===== config.mk =====
export PLATFORM = sky130hd
export DESIGN_NAME = espp_front
export DESIGN_NICKNAME = d
export VERILOG_FILES = /design/src/rtl/encoder_speed_pid_pwm_defines.svh /design/src/rtl/espp_pkg.sv /design/src/rtl/espp_front.sv
export SDC_FILE = /design/constraint.sdc
export NUM_CORES = 1
export LEC_CHECK = 0
export BUFFER_PORTS_ARGS = -buffer_cell sky130_fd_sc_hd__buf_2
export CORE_MARGIN = 4
export CORE_UTILIZATION = 28
export CTS_CLUSTER_DIAMETER = 30
export DETAILED_ROUTE_END_ITERATION = 6
export PLACE_DENSITY = 0.51
export SLEW_MARGIN = 20
export SYNTH_ARGS = -nofsm -noshare
export SYNTH_HDL_FRONTEND = slang
export SYNTH_SLANG_ARGS = --single-unit

===== constraint.sdc =====
create_clock -name clk -period 19.4 [get_ports clk]
set_input_delay 2.91 -clock clk [delete_from_list [all_inputs] [get_ports clk]]
set_output_delay 2.91 -clock clk [all_outputs]
set_load 0.005 [all_outputs]

===== src/rtl/encoder_speed_pid_pwm_defines.svh =====
// Assertion macros shared by the encoder speed PID PWM RTL.
`ifndef ENCODER_SPEED_PID_PWM_DEFINES_SVH
`define ENCODER_SPEED_PID_PWM_DEFINES_SVH

// Immediate-cycle check, gated by reset.
`define ESPP_ASSERT(lbl, prop, msg) \
  lbl: assert property (@(posedge clk) disable iff (!rst_n) (prop)) else $error(msg);

// Check in the cycle after a trigger, gated by reset.
`define ESPP_ASSERT_NEXT(lbl, trig, expr, msg) \
  lbl: assert property (@(posedge clk) disable iff (!rst_n) (trig) |=> (expr)) else $error(msg);

`endif


===== src/rtl/espp_pkg.sv =====
// Shared types and constants for the encoder speed PID PWM block.
`timescale 1ns / 1ps
package espp_pkg;

  localparam int COUNT_WIDTH    = 20;
  localparam int GAIN_FRAC_BITS = 16;

  localparam int SPEED_W    = 23;
  localparam int ERR_W      = SPEED_W + 1;
  localparam int SUM_W      = 32;
  localparam int GAIN_W     = 24;
  localparam int DUTY_W     = 16;
  localparam int CFG_DATA_W = 24;
  localparam int CFG_IDX_W  = 3;

  localparam int SPD_RAW_W  = (COUNT_WIDTH + 3 > SPEED_W + 1) ? COUNT_WIDTH + 3 : SPEED_W + 1;
  localparam int PROD_PD_W  = GAIN_W + 1 + ERR_W;
  localparam int PROD_I_W   = GAIN_W + 1 + SUM_W;
  localparam int ACC_W      = PROD_I_W + 1;
  localparam int DRV_W      = ACC_W - GAIN_FRAC_BITS + 1;

  localparam logic [SPEED_W-1:0] SPEED_MAX = {SPEED_W{1'b1}};
  localparam logic [ACC_W-1:0]   RND_BIAS  =
    {{(ACC_W-GAIN_FRAC_BITS){1'b0}}, {GAIN_FRAC_BITS{1'b1}}};

  typedef enum logic [1:0] {
    CMD_EDGE   = 2'd0,
    CMD_SAMPLE = 2'd1,
    CMD_PWM    = 2'd2,
    CMD_NOP    = 2'd3
  } cmd_t;

  typedef enum logic [CFG_IDX_W-1:0] {
    REG_TARGET = 3'd0,
    REG_KP     = 3'd1,
    REG_KI     = 3'd2,
    REG_KD     = 3'd3,
    REG_FF     = 3'd4,
    REG_DIR    = 3'd5,
    REG_PERIOD = 3'd6
  } cfg_idx_t;

  typedef struct packed {
    logic ld_mul;
    logic ld_acc;
    logic ld_drv;
  } pid_ctrl_t;

endpackage


===== src/rtl/espp_front.sv =====
// Encoder window counter, speed sampling and error integration.
`timescale 1ns / 1ps
module espp_front import espp_pkg::*; (
  input  logic                     clk,
  input  logic                     rst_n,
  input  logic                     ld,
  input  cmd_t                     cmd,
  input  logic                     b_level,
  input  logic [SPEED_W-1:0]       target_speed,
  output logic signed [ERR_W-1:0]  err,
  output logic signed [SUM_W-1:0]  err_sum,
  output logic signed [ERR_W-1:0]  delta,
  output logic [SPEED_W-1:0]       speed
);

  localparam logic signed [COUNT_WIDTH-1:0] CNT_LIM   = {1'b0, {(COUNT_WIDTH-1){1'b1}}};
  localparam logic signed [COUNT_WIDTH-1:0] CNT_LIM_N = -CNT_LIM;
  localparam logic signed [COUNT_WIDTH-1:0] CNT_ONE   = COUNT_WIDTH'(1);
  localparam logic signed [SUM_W-1:0]       SUM_MAX   = {1'b0, {(SUM_W-1){1'b1}}};
  localparam logic signed [SUM_W-1:0]       SUM_MIN   = {1'b1, {(SUM_W-1){1'b0}}};

  logic signed [COUNT_WIDTH-1:0] window_r, window_nxt, window_neg;
  logic [SPEED_W-1:0]            last_speed_r, last_speed_nxt;
  logic signed [SUM_W-1:0]       err_sum_r, err_sum_nxt;

  logic [COUNT_WIDTH-2:0]        mag;
  logic [SPD_RAW_W-1:0]          mag_x, spd_raw;
  logic [SPEED_W-1:0]            speed_now;
  logic signed [ERR_W-1:0]       err_now, delta_now;
  logic signed [SUM_W:0]         sum_wide;
  logic signed [SUM_W-1:0]       sum_sat;

  logic signed [ERR_W-1:0]       err_r, delta_r;
  logic signed [SUM_W-1:0]       sum_out_r;
  logic [SPEED_W-1:0]            speed_r;

  // speed = 10 * |count|, saturated to the speed field
  assign window_neg = -window_r;
  assign mag        = window_r[COUNT_WIDTH-1] ? window_neg[COUNT_WIDTH-2:0]
                                              : window_r[COUNT_WIDTH-2:0];
  assign mag_x      = SPD_RAW_W'(mag);
  assign spd_raw    = (mag_x << 3) + (mag_x << 1);
  assign speed_now  = (spd_raw > SPD_RAW_W'(SPEED_MAX)) ? SPEED_MAX : spd_raw[SPEED_W-1:0];

  assign err_now    = $signed({1'b0, target_speed}) - $signed({1'b0, speed_now});
  assign delta_now  = $signed({1'b0, speed_now}) - $signed({1'b0, last_speed_r});
  assign sum_wide   = (SUM_W+1)'(err_sum_r) + (SUM_W+1)'(err_now);

  always_comb begin
    if (sum_wide[SUM_W] != sum_wide[SUM_W-1]) begin
      sum_sat = sum_wide[SUM_W] ? SUM_MIN : SUM_MAX;
    end else begin
      sum_sat = sum_wide[SUM_W-1:0];
    end
  end

  always_comb begin
    window_nxt     = window_r;
    last_speed_nxt = last_speed_r;
    err_sum_nxt    = err_sum_r;
    case (cmd)
      CMD_EDGE: begin
        if (b_level) begin
          if (window_r < CNT_LIM) window_nxt = window_r + CNT_ONE;
        end else begin
          if (window_r > CNT_LIM_N) window_nxt = window_r - CNT_ONE;
        end
      end
      CMD_SAMPLE: begin
        window_nxt     = '0;
        last_speed_nxt = speed_now;
        err_sum_nxt    = sum_sat;
      end
      default: ;
    endcase
  end

  always_ff @(posedge clk) begin
    if (!rst_n) begin
      window_r     <= '0;
      last_speed_r <= '0;
      err_sum_r    <= '0;
    end else if (ld) begin
      window_r     <= window_nxt;
      last_speed_r <= last_speed_nxt;
      err_sum_r    <= err_sum_nxt;
    end
  end

  // stage register toward the multipliers
  always_ff @(posedge clk) begin
    if (ld) begin
      err_r     <= err_now;
      sum_out_r <= err_sum_nxt;
      delta_r   <= delta_now;
      speed_r   <= last_speed_nxt;
    end
  end

  assign err     = err_r;
  assign err_sum = sum_out_r;
  assign delta   = delta_r;
  assign speed   = speed_r;

endmodule


Word-level counts from Yosys, hierarchy flattened
Cells that the tools add are included.
Cells by class
  reduce and logical (&&, ||, !) cells: 3
  equality and inequality tests: 4
  magnitude comparators: 3
  add/sub/neg operators: 7
  multiplexer cells: 10
Operators with widths (count)
  2-to-1 mux 32 bit: 3
  2-to-1 mux 20 bit: 3
  subtractor 23 x 23 -> 24 bit: 2
  2-to-1 mux 23 bit: 2
  one-hot mux 20 bit (2 select lines): 1
  adder 32 x 24 -> 33 bit: 1
  adder 22 x 20 -> 23 bit: 1
  greater-than comparator 23 bit (second input constant): 1
  adder 20 x 2 -> 20 bit (second input constant): 1
  greater-than comparator 20 bit (second input constant): 1
  < comparator 20 bit (second input constant): 1
  subtractor 20 x 2 -> 20 bit (second input constant): 1
  2-to-1 mux 19 bit: 1
  negation 19 bit: 1
  inequality test 3 bit (second input constant): 2
  AND reduction 4 bit: 1
  == test 2 x 1 -> 1 bit (second input constant): 1
  zero test 2 bit: 1
  nonzero test 2 bit: 1
  inequality test 1 bit: 1
Storage, ports and cells
  bits of input ports: 29
  word-level logic and storage cells: 34
  register bits after elaboration: 178

Depth between registers and ports, before layout
Gate-level depths: netlist (run 1).
  word-level depth: 10
  mapped depth: 39
  mapped depth without buffers: 35

Worst setup path after synthesis (run 1)
OpenSTA, ideal clock, no wires.
  kind: in2reg
  start: input target_speed[1]
  end: register sum_out_r[10] (netlist: err_sum[10]) (data pin)
  path slack: 10.304 ns
  arrival time: 8.825 ns
  data required time: 19.130 ns
  path buffers: 1
  cell stages on the path: 29
  cell sequence: inv_1 -> ha_1 -> fa_1 -> nor2b_1 -> o21ai_0 -> nand2b_1 -> a21o_1 -> a31o_2 -> a221oi_1 -> o21bai_1 -> a221o_1 -> a31oi_1 -> nor3_2 -> a31oi_1 -> nand2b_1 -> nand3_1 -> a31oi_1 -> ha_1 -> a2111oi_0 -> nand2b_1 -> o21ai_0 -> a311oi_1 -> nor2_1 -> o21ai_0 -> xnor2_1 -> nor2_1 -> nor2_1 -> clkbuf_1 -> a21oi_1
Between the ends
  cells in the longest elaborated chain, start to end: 5
RTL lines
  from (decl): RTL line espp_front.sv:9  | input logic [SPEED_W-1:0] target_speed,
  subtractor 23 x 23 -> 24 bit *: RTL line espp_front.sv:45  | assign err_now = $signed({1'b0, target_speed}) - $signed({1'b0, speed_now});
  named net err_now[23]: RTL line espp_front.sv:29  | logic signed [ERR_W-1:0] err_now, delta_now;
  adder 32 x 24 -> 33 bit *: RTL line espp_front.sv:47  | assign sum_wide = (SUM_W+1)'(err_sum_r) + (SUM_W+1)'(err_now);
  2-to-1 mux 32 bit / inequality test 1 bit (equally long branches): RTL line espp_front.sv:51, espp_front.sv:50
  2-to-1 mux 32 bit *: RTL line espp_front.sv:50  | if (sum_wide[SUM_W] != sum_wide[SUM_W-1]) begin
  2-to-1 mux 32 bit *: RTL line espp_front.sv:61  | case (cmd)
  named net err_sum_nxt[10]: RTL line espp_front.sv:24  | logic signed [SUM_W-1:0] err_sum_r, err_sum_nxt;
  to (signal assigned): RTL line espp_front.sv:94  | sum_out_r <= err_sum_nxt;
  to (decl): RTL line espp_front.sv:34  | logic signed [SUM_W-1:0] sum_out_r;
The timed path passes the listed nets; every way through them passes the cells marked *.
A chain may end at the register's enable or synchronous reset.

Worst setup path after layout (run 1)
  start: register window_r[0]
  end: register sum_out_r[0] (netlist: err_sum[0]) (data pin)
Between the ends
  cells in the longest elaborated chain, start to end: 10
RTL lines
  from (decl): RTL line espp_front.sv:22  | logic signed [COUNT_WIDTH-1:0] window_r, window_nxt, window_neg;
  from (signal assigned): RTL line espp_front.sv:84  | window_r <= window_nxt;
  negation 19 bit: RTL line espp_front.sv:38  | assign window_neg = -window_r;
  2-to-1 mux 19 bit *: RTL line espp_front.sv:39  | assign mag = window_r[COUNT_WIDTH-1] ? window_neg[COUNT_WIDTH-2:0]
  adder 22 x 20 -> 23 bit *: RTL line espp_front.sv:42  | assign spd_raw = (mag_x << 3) + (mag_x << 1);
  greater-than comparator 23 bit: RTL line espp_front.sv:43  | assign speed_now = (spd_raw > SPD_RAW_W'(SPEED_MAX)) ? SPEED_MAX : spd_raw[SPEED_W-1:0];
  2-to-1 mux 23 bit *: RTL line espp_front.sv:43
  subtractor 23 x 23 -> 24 bit *: RTL line espp_front.sv:45
  named net err_now[23]: RTL line espp_front.sv:29
  adder 32 x 24 -> 33 bit *: RTL line espp_front.sv:47
  2-to-1 mux 32 bit / inequality test 1 bit (equally long branches): RTL line espp_front.sv:51, espp_front.sv:50
  2-to-1 mux 32 bit *: RTL line espp_front.sv:50
  2-to-1 mux 32 bit *: RTL line espp_front.sv:61
  named net err_sum_nxt[0]: RTL line espp_front.sv:24
Marked as above.

==> metrics.txt, run 1 <==
mean number of vias per cell about 5; Largest delay share family, worst path compound AO/OA/AOI/OAI gates; RR Startpoint window_r[0]; pin slew with the least headroom to its limit between 1 and 1.5 ns; share of layout cells above drive strength 1 0.136; Min-Delay Path Depth 2; violation count after the first detailed-route iteration about 730; Cell Area, Synth 13100 sq um; WP buf/inv 3; vias after detailed routing 11250; maximum root-to-sink buffer count 2; final hold violations 0; Mean Syn Cell Area 8.77 sq um; area share of the largest cell type after synthesis 0.236; capture point of the worst reg-to-reg path err_sum[0]; final core area utilization 0.325; metal3 WL 1670 um; data required time at the worst endpoint 19.57 ns; placeable core region 45800 sq um; Synthesis Warnings 0; number of placed I/O pins roughly 130; global-route wire length before repair 59900 um; remaining number of nets flagged by the antenna check after routing 0; layout overhead on the synthesized area 13.6%; leading register cell type out of synthesis sky130_fd_sc_hd__edfxtp_1; depth of the worst register-to-register path 33; maximum fanout along the worst path 17; Final Max Tran Viols 0; height of the die 224 um; count of flip-flops with a built-in enable after synthesis 103; aggregate global-route resource usage 0.150; chip width 224 um; CTS tree built; later-pin clock latency in the skew report 0.47 ns; total power density per cell area 96.1 nW/um^2; final worst path period share 0.533; portion of the post-synthesis area used by sequential elements 0.351; Resize count post-CTS 0; shortest period the worst path allows 10.35 ns; number of global-route vias before repair approximately 11000; final setup vio count 0; worst clock skew 0.0166 ns; number of instances in the synthesized netlist around 1500; sequential cell area 4590 sq um; Worst IR Drop VDD 0.0669 mV; run status finished, final reports clean; clk sink count 178; total area of multi-input combinational cells 7910 sq um; Lkg Pwr slightly above 6 nW; clock-pin slew on the worst setup and hold paths about 0.070 ns; setup repair after global routing missed its margin no; Setup TNS Final 0 ns; max capacitance violation total 0; wire length on met2 19000 um; detailed-route wire length on metal 1 17100 um; clock root buffer sky130_fd_sc_hd__clkbuf_16; final WL 38400 um; global route total overflow 0; r2r setup slk 9.05 ns; hold-fix buffer count after cts 0; htree depth 4; top layer in use met5; ranking of synthesized cells by area sky130_fd_sc_hd__edfxtp_1 (24%), sky130_fd_sc_hd__dfxtp_1 (11%), sky130_fd_sc_hd__ha_1 (8.9%); top achievable clock speed slightly below 0.1 GHz; most frequent cells after synthesis sky130_fd_sc_hd__nand2_1 (146), sky130_fd_sc_hd__a21oi_1 (140), sky130_fd_sc_hd__o21ai_0 (124), sky130_fd_sc_hd__nor2_1 (119), sky130_fd_sc_hd__edfxtp_1 (103); initial antenna violation count 2; routed len/inst 17.5 um; Critical Path Source Type flip-flop; starting density of the core 0.286; Min-Delay Endpoint last_speed_r[4]; share of async-settable or async-resettable flops after synthesis 0; Filler cells 4736; number of DRC violations after detailed routing 0; port bufs 131; kind of end point of the critical path flip-flop; critical path launch point window_r[0]; TritonCTS buffer count 17; total die area 50300 sq um; final weighted congestion in routability-driven placement 0.847; remaining max-slew budget at the tightest pin 0.271; Worst path slowest cell sky130_fd_sc_hd__nor2_1; post-synthesis cell type count 93; worst hold-check path type reg2reg; Final HPWL DP 28700 um; dominant cell type by area after synthesis sky130_fd_sc_hd__edfxtp_1; placement row count 78; CP max stage delay just over 0.8 ns; TritonRoute pass-1 iters 5; net count after synthesis 1620; kind of critical path reg2reg; post-CTS setup buffer count 0; register bit total from synthesis 178; worst hold path startpoint last_speed_r[4]; Worst Path Arrival 10.52 ns; fin nets 1712; pin count of the biggest net entering global routing 69; dominant cell by count in the synthesized netlist sky130_fd_sc_hd__nand2_1
-- flip-flops by register name, summed over array words and instances (netlist names) --
name          cells
delta            24
window_r         20
err_sum_r        32
err              24
speed            23
last_speed_r     23
err_sum          32
-- cells by family (layout without fill, tap and decap cells) --
| kind of cell | count (synthesis) | in the layout | synth area share |
|---|---|---|---|
| AND/OR/NAND/NOR | 431 | 431 | 0.158 |
| multiplexers | 11 | 11 | 0.00850 |
| other | 0 | 1 | 0 |
| adder cells (fa/ha/maj) | 119 | 119 | 0.113 |
| flip-flops | 178 | 178 | 0.351 |
| XOR/XNOR | 140 | 140 | 0.100 |
| AO/OA/AOI/OAI | 459 | 459 | 0.222 |
| buffers and inverters | 155 | 260 | 0.0475 |
-- stage by stage --
stage	power (mW)	area [sq um]	worst slack, ns	hold slack (ns)	cells
floorplan	0.906	13100	10.30	0.436	1493
global placement	1.09	14300	9.01	0.450	2166
detailed placement	1.09	14300	8.70	0.453	2166
CTS	1.45	14900	8.78	0.463	2198
global route	1.52	14900	8.13	0.476	2198
finish	1.43	14900	9.05	0.465	2199
-- routing by layer --
layer  vias to the layer above  track usage
met2                       253        0.260
met1                      5387        0.194
met3                        41       0.0266
met4                         2       0.0407
li1                       5567            -
met5                         -            0
-- final cells by class --
class                           count  share of cell area
Tap cell                          600              0.0504
Sequential cell                   178               0.309
Clock inverter                     12             0.00900
Inverter                           88              0.0222
Multi-Input combinational cell   1160               0.531
Clock buffer                       20              0.0293
Antenna cell                        1            0.000168
Timing Repair Buffer              140              0.0488
-- worst min-delay path: cells and delay by family (launching register included) --
kind	cells	cell delay [ns]
AO/OA/AOI/OAI	1	0.05
AND/OR/NAND/NOR	1	0.05
flip-flops	1	0.32
-- how the worst max path moves through the flow --
stage,to,cells past startpoint,slack (ns)
finish,err_sum[0],33,9.05
global route,err_sum[11],32,8.13
CTS,err_sum[11],32,8.78
detailed placement,err_sum[11],29,8.70
global placement,err_sum[1],30,9.01
floorplan,err_sum[10],29,10.30
-- layout by cell type, fill, tap and decap left out, drive strengths merged, types with 13 or more instances in the layout --
cell	Yosys	final
inv	88	91
xnor2	92	92
xor2	45	45
buf	14	140
a22oi	14	14
edfxtp	103	103
nand2	147	147
maj3	21	21
nor2b	27	27
nand2b	14	14
ha	93	93
nand4	16	16
nand3	25	25
nor2	120	120
a21o	31	31
clkbuf	53	20
o21ai	134	134
o211ai	14	14
a31oi	18	18
nor3	28	28
a211oi	13	13
dfxtp	75	75
a21oi	140	140
-- where the power goes --
| group | switching, mW | leakage (nW) | internal [mW] | total (mW) |
|---|---|---|---|---|
| registers | 0.0265 | 1.65 | 0.468 | 0.494 |
| clock network | 0.158 | 0.277 | 0.190 | 0.348 |
| logic | 0.354 | 4.27 | 0.232 | 0.587 |
| total | 0.539 | 6.19 | 0.891 | 1.43 |
No activity file was read; power rests on OpenSTA's default activity.
==> run 2, diff against run 1 <==
--- a/config.mk
+++ b/config.mk
@@ -5,6 +5,7 @@
 export SDC_FILE = /design/constraint.sdc
 export NUM_CORES = 1
 export LEC_CHECK = 0
+export ABC_AREA = 1
 export BUFFER_PORTS_ARGS = -buffer_cell sky130_fd_sc_hd__buf_2
 export CORE_MARGIN = 4
 export CORE_UTILIZATION = 28
==> constraint.sdc (replaced) <==
create_clock -name clk -period 10.8 [get_ports clk]
set_input_delay 1.62 -clock clk [delete_from_list [all_inputs] [get_ports clk]]
set_output_delay 1.62 -clock clk [all_outputs]
set_load 0.005 [all_outputs]
==> run 2 against run 1 <==
Compared with the run above: combinational power is 70% higher; cell count is 25% higher; worst hold slack better by 0.018 ns; first-iteration DRC count is 4.3% lower; sequential cell count stayed put; sequential power is 81% higher; sequential share of layout area is 2.1 points lower; worst setup slack worse by 6.1 ns; highest routed layer unchanged; die area is 6.3% higher; final area is 7.3% higher; synthesized cell count is 30% higher; critical path type unchanged; via count is 15% higher.
==> metrics.txt, run 2 <==
mean number of vias per cell 4.69 (-8.2%); data required time at the worst endpoint 11.21 ns (-8.36 ns); remaining number of nets flagged by the antenna check after routing 0 (unchanged); Resize count post-CTS 0 (unchanged); htree depth 4 (unchanged); kind of end point of the critical path flip-flop; Non-Filler Instances 2745 (+25%); Synthesis Warnings 0 (unchanged); Worst Path Arrival 8.27 ns (-2.25 ns); number of global-route vias before repair 12414 (+16%); placeable core region 49100 sq um (+7.2%); Largest delay share family, worst path compound AO/OA/AOI/OAI gates; portion of the post-synthesis area used by sequential elements 0.329 (-0.0214); Design Area, Final 16000 sq um (+7.3%); Worst path slowest cell sky130_fd_sc_hd__a21oi_1; Lkg Pwr 7.97 nW (+29%); TritonCTS buffer count 17 (unchanged); Cell Area, Synth 13900 sq um (+6.5%); maximum fanout along the worst path 18 (+1); hold-fix buffer count after cts 0 (unchanged); maximum root-to-sink buffer count 2 (unchanged); register bit total from synthesis 178 (unchanged); commonest cells after routing, fill and taps aside sky130_fd_sc_hd__nand2_1 (472), sky130_fd_sc_hd__inv_1 (257), sky130_fd_sc_hd__a21oi_1 (175); height of the die 231 um (+3.1%); most frequent cells after synthesis sky130_fd_sc_hd__nand2_1 (472), sky130_fd_sc_hd__inv_1 (257), sky130_fd_sc_hd__a21oi_1 (175), sky130_fd_sc_hd__nor2_1 (153), sky130_fd_sc_hd__nand3_1 (150); total power density per cell area 163 nW/um^2 (+70%); number of DRC violations after detailed routing 0 (unchanged); worst clock skew 0.0229 ns (+0.00629 ns); share of layout cells above drive strength 1 0.149 (+0.0127); later-pin clock latency in the skew report 0.47 ns (about the same); Final Max Tran Viols 0 (unchanged); max capacitance violation total 0 (unchanged); final worst path period share 0.728 (+0.195); pin slew with the least headroom to its limit 0.995 ns (-0.0940 ns); total die area 53500 sq um (+6.3%); # placed instances 2711 (+25%); Min-Delay Path Depth 2 (unchanged); Worst IR Drop VDD 0.122 mV (+82%); final setup vio count 0 (unchanged); clock root buffer sky130_fd_sc_hd__clkbuf_16; number of instances in the synthesized netlist 1948 (+30%); TritonRoute pass-1 iters 5 (unchanged); depth of the worst register-to-register path 41 (+24%); Setup TNS Final 0 ns (unchanged); global route total overflow 0 (unchanged); number of placed I/O pins 132 (unchanged); global-route wire length before repair 66200 um (+10%); area share of the largest cell type after synthesis 0.222 (-0.0144); placement row count 81 (+3.8%); count of flip-flops with a built-in enable after synthesis 103 (unchanged); run status finished, final reports clean; shortest period the worst path allows 7.86 ns (-2.48 ns); leading register cell type out of synthesis sky130_fd_sc_hd__edfxtp_1; remaining max-slew budget at the tightest pin 0.330 (+0.0583); net count after synthesis 2075 (+28%); ranking of synthesized cells by area sky130_fd_sc_hd__edfxtp_1 (22%), sky130_fd_sc_hd__nand2_1 (13%), sky130_fd_sc_hd__dfxtp_1 (11%); Critical Path Source Type flip-flop; Final HPWL DP 32600 um (+14%); vias after detailed routing 12887 (+15%); chip width 231 um (+3.1%); port bufs 131 (unchanged); Mean Syn Cell Area 7.16 sq um (-18%); starting density of the core 0.284 (-0.00179); share of async-settable or async-resettable flops after synthesis 0 (unchanged); most used cell, CP sky130_fd_sc_hd__nand2_1; initial antenna violation count 4 (+2); setup repair after global routing missed its margin no; kind of critical path reg2reg; layout overhead on the synthesized area 14.5%; post-synthesis cell type count 57 (-39%); WP buf/inv 7 (+4); CP max stage delay 0.69 ns (-0.13 ns); aggregate global-route resource usage 0.154 (+0.00425); worst hold-check path type reg2reg; Levels on crit path 41 (+24%); cell area after placement 15300 sq um (+7.0%); post-CTS setup buffer count 0 (unchanged); clk sink count 178 (unchanged); most frequent standard cell in the layout excluding fill and tap cells sky130_fd_sc_hd__nand2_1; pin count of the biggest net entering global routing 73 (+5.8%); Filler cells 5271 (+11%); final weighted congestion in routability-driven placement 0.917 (+8.3%); final WL 41500 um (+8.1%); CTS tree built; fin nets 2193 (+28%); final hold violations 0 (unchanged); clock-pin slew on the worst setup and hold paths 0.08 ns (about the same); routed len/inst 15.1 um (-13%); violation count after the first detailed-route iteration 694 (-4.3%); dominant cell by count in the synthesized netlist sky130_fd_sc_hd__nand2_1; top achievable clock speed 0.127 GHz (+32%); dominant cell type by area after synthesis sky130_fd_sc_hd__edfxtp_1
run 2: changes by cell type after synthesis, moves of 16 or more:
| cell | before | now |
|---|---|---|
| sky130_fd_sc_hd__nor2b_1 | 27 | 1 |
| sky130_fd_sc_hd__inv_2 | 1 | 18 |
| sky130_fd_sc_hd__maj3_1 | 18 | 0 |
| sky130_fd_sc_hd__nand2_1 | 146 | 472 |
| sky130_fd_sc_hd__a21oi_1 | 140 | 175 |
| sky130_fd_sc_hd__nor2_1 | 119 | 153 |
| sky130_fd_sc_hd__a21o_1 | 31 | 7 |
| sky130_fd_sc_hd__nand3_2 | 0 | 16 |
| sky130_fd_sc_hd__xnor2_1 | 89 | 19 |
| sky130_fd_sc_hd__clkbuf_1 | 53 | 28 |
| sky130_fd_sc_hd__nand3_1 | 25 | 150 |
| sky130_fd_sc_hd__nand2_2 | 0 | 56 |
| sky130_fd_sc_hd__o21ai_0 | 124 | 97 |
| sky130_fd_sc_hd__inv_1 | 87 | 257 |
run 2: cells by family (layout without fill, tap and decap cells):
logic type      after synthesis  count (layout)  share of synthesized area
fa+ha+maj                    98              98                     0.0906
compound gates              336             336                      0.132
simple gates                944             944                      0.312
xor+xnor                     76              76                     0.0477
other cells                   0               2                          0
buf+inv                     316             447                     0.0884
flops                       178             178                      0.329
run 2: metal layers:
layer  track usage  vias to the layer above  routed length (um)
met4        0.0466                        6                 913
met5             0                        -                  41
met3        0.0254                       52                1550
li1              -                     6658                   -
met2         0.270                      228               20200
met1         0.196                     5943               18800
run 2: worst min-delay path: stages, from the launching register on:
cell and delay [ns]:
sky130_fd_sc_hd__dfxtp_1 0.30, sky130_fd_sc_hd__inv_1 0.08, sky130_fd_sc_hd__a21oi_1 0.06
run 2: final timing paths:
kind | slack, ns | from | to
worst max-delay path | 2.94 | window_r[0] | err_sum_r[15]
worst min-delay path | 0.48 | last_speed_r[4] | last_speed_r[4]
worst max register to register | 2.94 | window_r[0] | err_sum_r[15]
worst min register to register | 0.48 | last_speed_r[4] | last_speed_r[4]
run 2: power by group:
part           switching [mW]  total [mW]  leakage, nW  internal, mW
sequential             0.0435       0.895         1.65         0.852
clock                   0.303       0.709        0.321         0.407
combinational           0.644       0.997         6.00         0.353
total                   0.990        2.60         7.97          1.61
run 2: layout make-up:
cell class	count	area (sq um)	share of cell area
multi-input cells	1454	8130	0.509
clock inverters	12	198	0.0124
repair buffers	139	718	0.0450
clock buffers	20	457	0.0286
diodes	2	5.00	0.000313
well taps	664	831	0.0520
flip-flops and latches	178	4590	0.288
inverters	276	1040	0.0649
run 2: metrics by stage:
step / power, mW / hold WS [ns] / setup slack [ns] / utilization
global route: 2.79 / 0.493 / 1.98 / 0.326
floorplan: 1.60 / 0.449 / 4.43 / -
detailed placement: 1.91 / 0.472 / 2.86 / 0.312
global placement: 1.90 / 0.467 / 3.16 / 0.312
CTS: 2.63 / 0.482 / 2.81 / 0.325
finish: 2.60 / 0.483 / 2.94 / 0.326
==> run 3, diff against run 2 <==
--- a/config.mk
+++ b/config.mk
@@ -5,13 +5,13 @@
 export SDC_FILE = /design/constraint.sdc
 export NUM_CORES = 1
 export LEC_CHECK = 0
-export ABC_AREA = 1
+export ABC_AREA = 0
 export BUFFER_PORTS_ARGS = -buffer_cell sky130_fd_sc_hd__buf_2
 export CORE_MARGIN = 4
 export CORE_UTILIZATION = 28
 export CTS_CLUSTER_DIAMETER = 30
 export DETAILED_ROUTE_END_ITERATION = 6
-export PLACE_DENSITY = 0.51
+export PLACE_DENSITY = 0.52
 export SLEW_MARGIN = 20
 export SYNTH_ARGS = -nofsm -noshare
 export SYNTH_HDL_FRONTEND = slang
==> constraint.sdc (replaced) <==
create_clock -name clk -period 6.3 [get_ports clk]
set_input_delay 0.945 -clock clk [delete_from_list [all_inputs] [get_ports clk]]
set_output_delay 0.945 -clock clk [all_outputs]
set_load 0.005 [all_outputs]
==> run 3 against run 2 <==
Compared with the run above: the run now ends with setup timing left; critical endpoint is now err_sum[11]; maximum frequency is 9.9% higher; non-clock buffer count increased by 356; highest routed layer unchanged; sequential share of layout area decreased by 4.3 points; critical path depth shrank 7; final area grew 18%; largest cell class unchanged.
==> metrics.txt, run 3 (same netlist as run 1, synthesis figures left out) <==
run status finished with violations; violated checks setup timing; commonest cells after routing, fill and taps aside sky130_fd_sc_hd__buf_4 (341), sky130_fd_sc_hd__buf_2 (130), sky130_fd_sc_hd__nand2_1 (128); layout overhead on the synthesized area 43.4%; Final Max Tran Viols 0 (unchanged); final weighted congestion in routability-driven placement 0.877 (-4.4%); port bufs 131 (unchanged); starting density of the core 0.286 (+0.00179); number of global-route vias before repair 12596 (+1.5%); clock root buffer sky130_fd_sc_hd__clkbuf_16; routed len/inst 16.4 um (+8.4%); worst hold-check path type reg2reg; htree depth 4 (unchanged); CTS tree built; Levels on crit path 34 (-17%); number of DRC violations after detailed routing 0 (unchanged); final worst path period share 1.14 (+0.407); total die area 50300 sq um (-5.9%); global-route wire length before repair 66100 um (about the same); maximum fanout along the worst path 11 (-7); RR Startpoint window_r[0]; hold-fix buffer count after cts 0 (unchanged); remaining number of nets flagged by the antenna check after routing 0 (unchanged); global route total overflow 0 (unchanged); r2r setup slk -0.85 ns (-3.79 ns); TritonCTS buffer count 17 (unchanged); most used cell, CP sky130_fd_sc_hd__a21oi_2; kind of critical path reg2reg; remaining max-slew budget at the tightest pin 0.269 (-0.0608); clock-pin slew on the worst setup and hold paths 0.07 ns (about the same); shortest period the worst path allows 7.15 ns (-0.710 ns); switching portion of total power 0.368 (-0.0125); Lkg Pwr 8.15 nW (+2.2%); Design Area, Final 18800 sq um (+18%); proportion of power drawn by flip-flops and latches 0.281 (-0.063); Worst path slowest cell sky130_fd_sc_hd__a221o_1; # placed instances 2466 (-9.0%); P_sw 1.97 mW (+99%); pin count of the biggest net entering global routing 69 (-5.5%); internal cell power 3.39 mW (+110%); sequential cell area 4600 sq um (+0.14%); Clk pwr share 0.197 (-0.076); initial antenna violation count 2 (-2); vias after detailed routing 12469 (-3.2%); final setup vio count 64 (+64); Non-Filler Instances 2555 (-6.9%); WP buf/inv 2 (-5); total power density per cell area 285 nW/um^2 (+75%); TritonRoute pass-1 iters 5 (unchanged); capture point of the worst reg-to-reg path err_sum[11]; height of the die 224 um (-3.0%); setup repair after global routing missed its margin yes; final WL 41900 um (+0.92%); total area of multi-input combinational cells 9010 sq um (+11%); data required time at the worst endpoint 6.48 ns (-4.73 ns); number of placed I/O pins 132 (unchanged); chip width 224 um (-3.0%); depth of the worst register-to-register path 34 (-17%); setup slack of the critical path after layout -0.854 ns (-3.79 ns); critical path launch point window_r[0]; CP max stage delay 0.39 ns (-0.30 ns); mean number of vias per cell 4.88 (+4.0%); placement row count 78 (-3.7%); Largest delay share family, worst path compound AO/OA/AOI/OAI gates; final hold violations 0 (unchanged); fin nets 2068 (-5.7%); maximum root-to-sink buffer count 2 (unchanged); Setup TNS Final -47.29 ns (-47.29 ns); aggregate global-route resource usage 0.163 (+0.00911); Final HPWL DP 31300 um (-4.1%); most frequent standard cell in the layout excluding fill and tap cells sky130_fd_sc_hd__buf_4; final core area utilization 0.410 (+0.0847); pin slew with the least headroom to its limit 1.09 ns (+0.0991 ns); later-pin clock latency in the skew report 0.47 ns (about the same); kind of end point of the critical path flip-flop; Filler cells 4562 (-13%); violation count after the first detailed-route iteration 591 (-15%); top achievable clock speed 0.140 GHz (+9.9%); Worst IR Drop VDD 0.226 mV (+85%); CP Capture Point err_sum[11]; Critical Path Source Type flip-flop; proportion of power drawn by combinational gates 0.522 (+0.139); clk sink count 178 (unchanged); cell area after placement 16900 sq um (+10%); Worst Path Arrival 7.34 ns (-0.93 ns); placeable core region 45800 sq um (-6.7%); worst clock skew 0.0140 ns (-0.00888 ns); share of layout cells above drive strength 1 0.387 (+0.238); max capacitance violation total 0 (unchanged)
==> run 3: changes by cell type in the layout (fill, tap and decap cells not counted), moves of 40 or more <==
cell | before | now
sky130_fd_sc_hd__buf_4 | 9 | 341
sky130_fd_sc_hd__a21oi_2 | 2 | 49
sky130_fd_sc_hd__nand3_1 | 150 | 23
sky130_fd_sc_hd__xnor2_1 | 19 | 78
sky130_fd_sc_hd__inv_1 | 257 | 82
sky130_fd_sc_hd__nand2_1 | 472 | 128
sky130_fd_sc_hd__nand2_2 | 56 | 16
sky130_fd_sc_hd__a21oi_1 | 175 | 85
==> run 3: worst min-delay path by stage <==
stage	from	to	cells past startpoint
finish	last_speed_r[4]	last_speed_r[4]	2
global route	last_speed_r[4]	last_speed_r[4]	2
CTS	last_speed_r[4]	last_speed_r[4]	2
detailed placement	last_speed_r[4]	last_speed_r[4]	2
global placement	last_speed_r[3]	last_speed_r[3]	2
floorplan	last_speed_r[3]	last_speed_r[3]	2
==> run 3: per-layer routing <==
metal	track usage	share of wire	wire length (um)	up-vias
met4	0.0516	0.023	983	2
met5	0	0.00017	7	-
met3	0.0311	0.030	1260	50
li1	-	-	-	6293
met1	0.199	0.44	18300	5939
met2	0.292	0.51	21400	185
==> run 3: power groups by stage <==
stage	logic [mW]	clock network (mW)	registers [mW]
global placement	2.37	0	1.53
global route	3.05	1.14	1.52
detailed placement	2.39	0	1.53
CTS	2.57	1.09	1.51
floorplan	1.34	0	1.53
finish	2.80	1.06	1.51
==> run 3: timing repair <==
item                                    4_1_cts  5_1_grt
pin swaps                                    74       52
resized for setup                           102      104
endpoints found under the setup margin       64       66
cloned                                        1        0
setup buffers                                31       27
hold endpoints to repair                      0        0
==> run 3: final cells by class <==
type	instances	area share
multi-input combinational	1161	0.480
sequential	178	0.245
clock buffer	20	0.0233
timing repair buffer	495	0.187
inverter	88	0.0178
antenna	1	0.000133
clock inverter	12	0.00660
tap	600	0.0400
==> run 3: worst reg2reg max path: cells and delay by family (launching register included) <==
kind	cells	cell delay, ns
buf+inv	2	0.28
compound gates	20	3.95
xor+xnor	3	0.55
flops	1	0.37
simple gates	4	0.41
fa+ha+maj	5	1.30
==> run 3: stage by stage <==
step                      power [mW]  setup WS (ns)  hold slack (ns)
after global routing            5.71          -1.20            0.487
after CTS                       5.17         -0.734            0.460
after detailed placement        3.93          -1.27            0.450
final                           5.36         -0.854            0.460
after global placement          3.90          -1.19            0.446
after floorplan                 2.87         -0.905            0.436
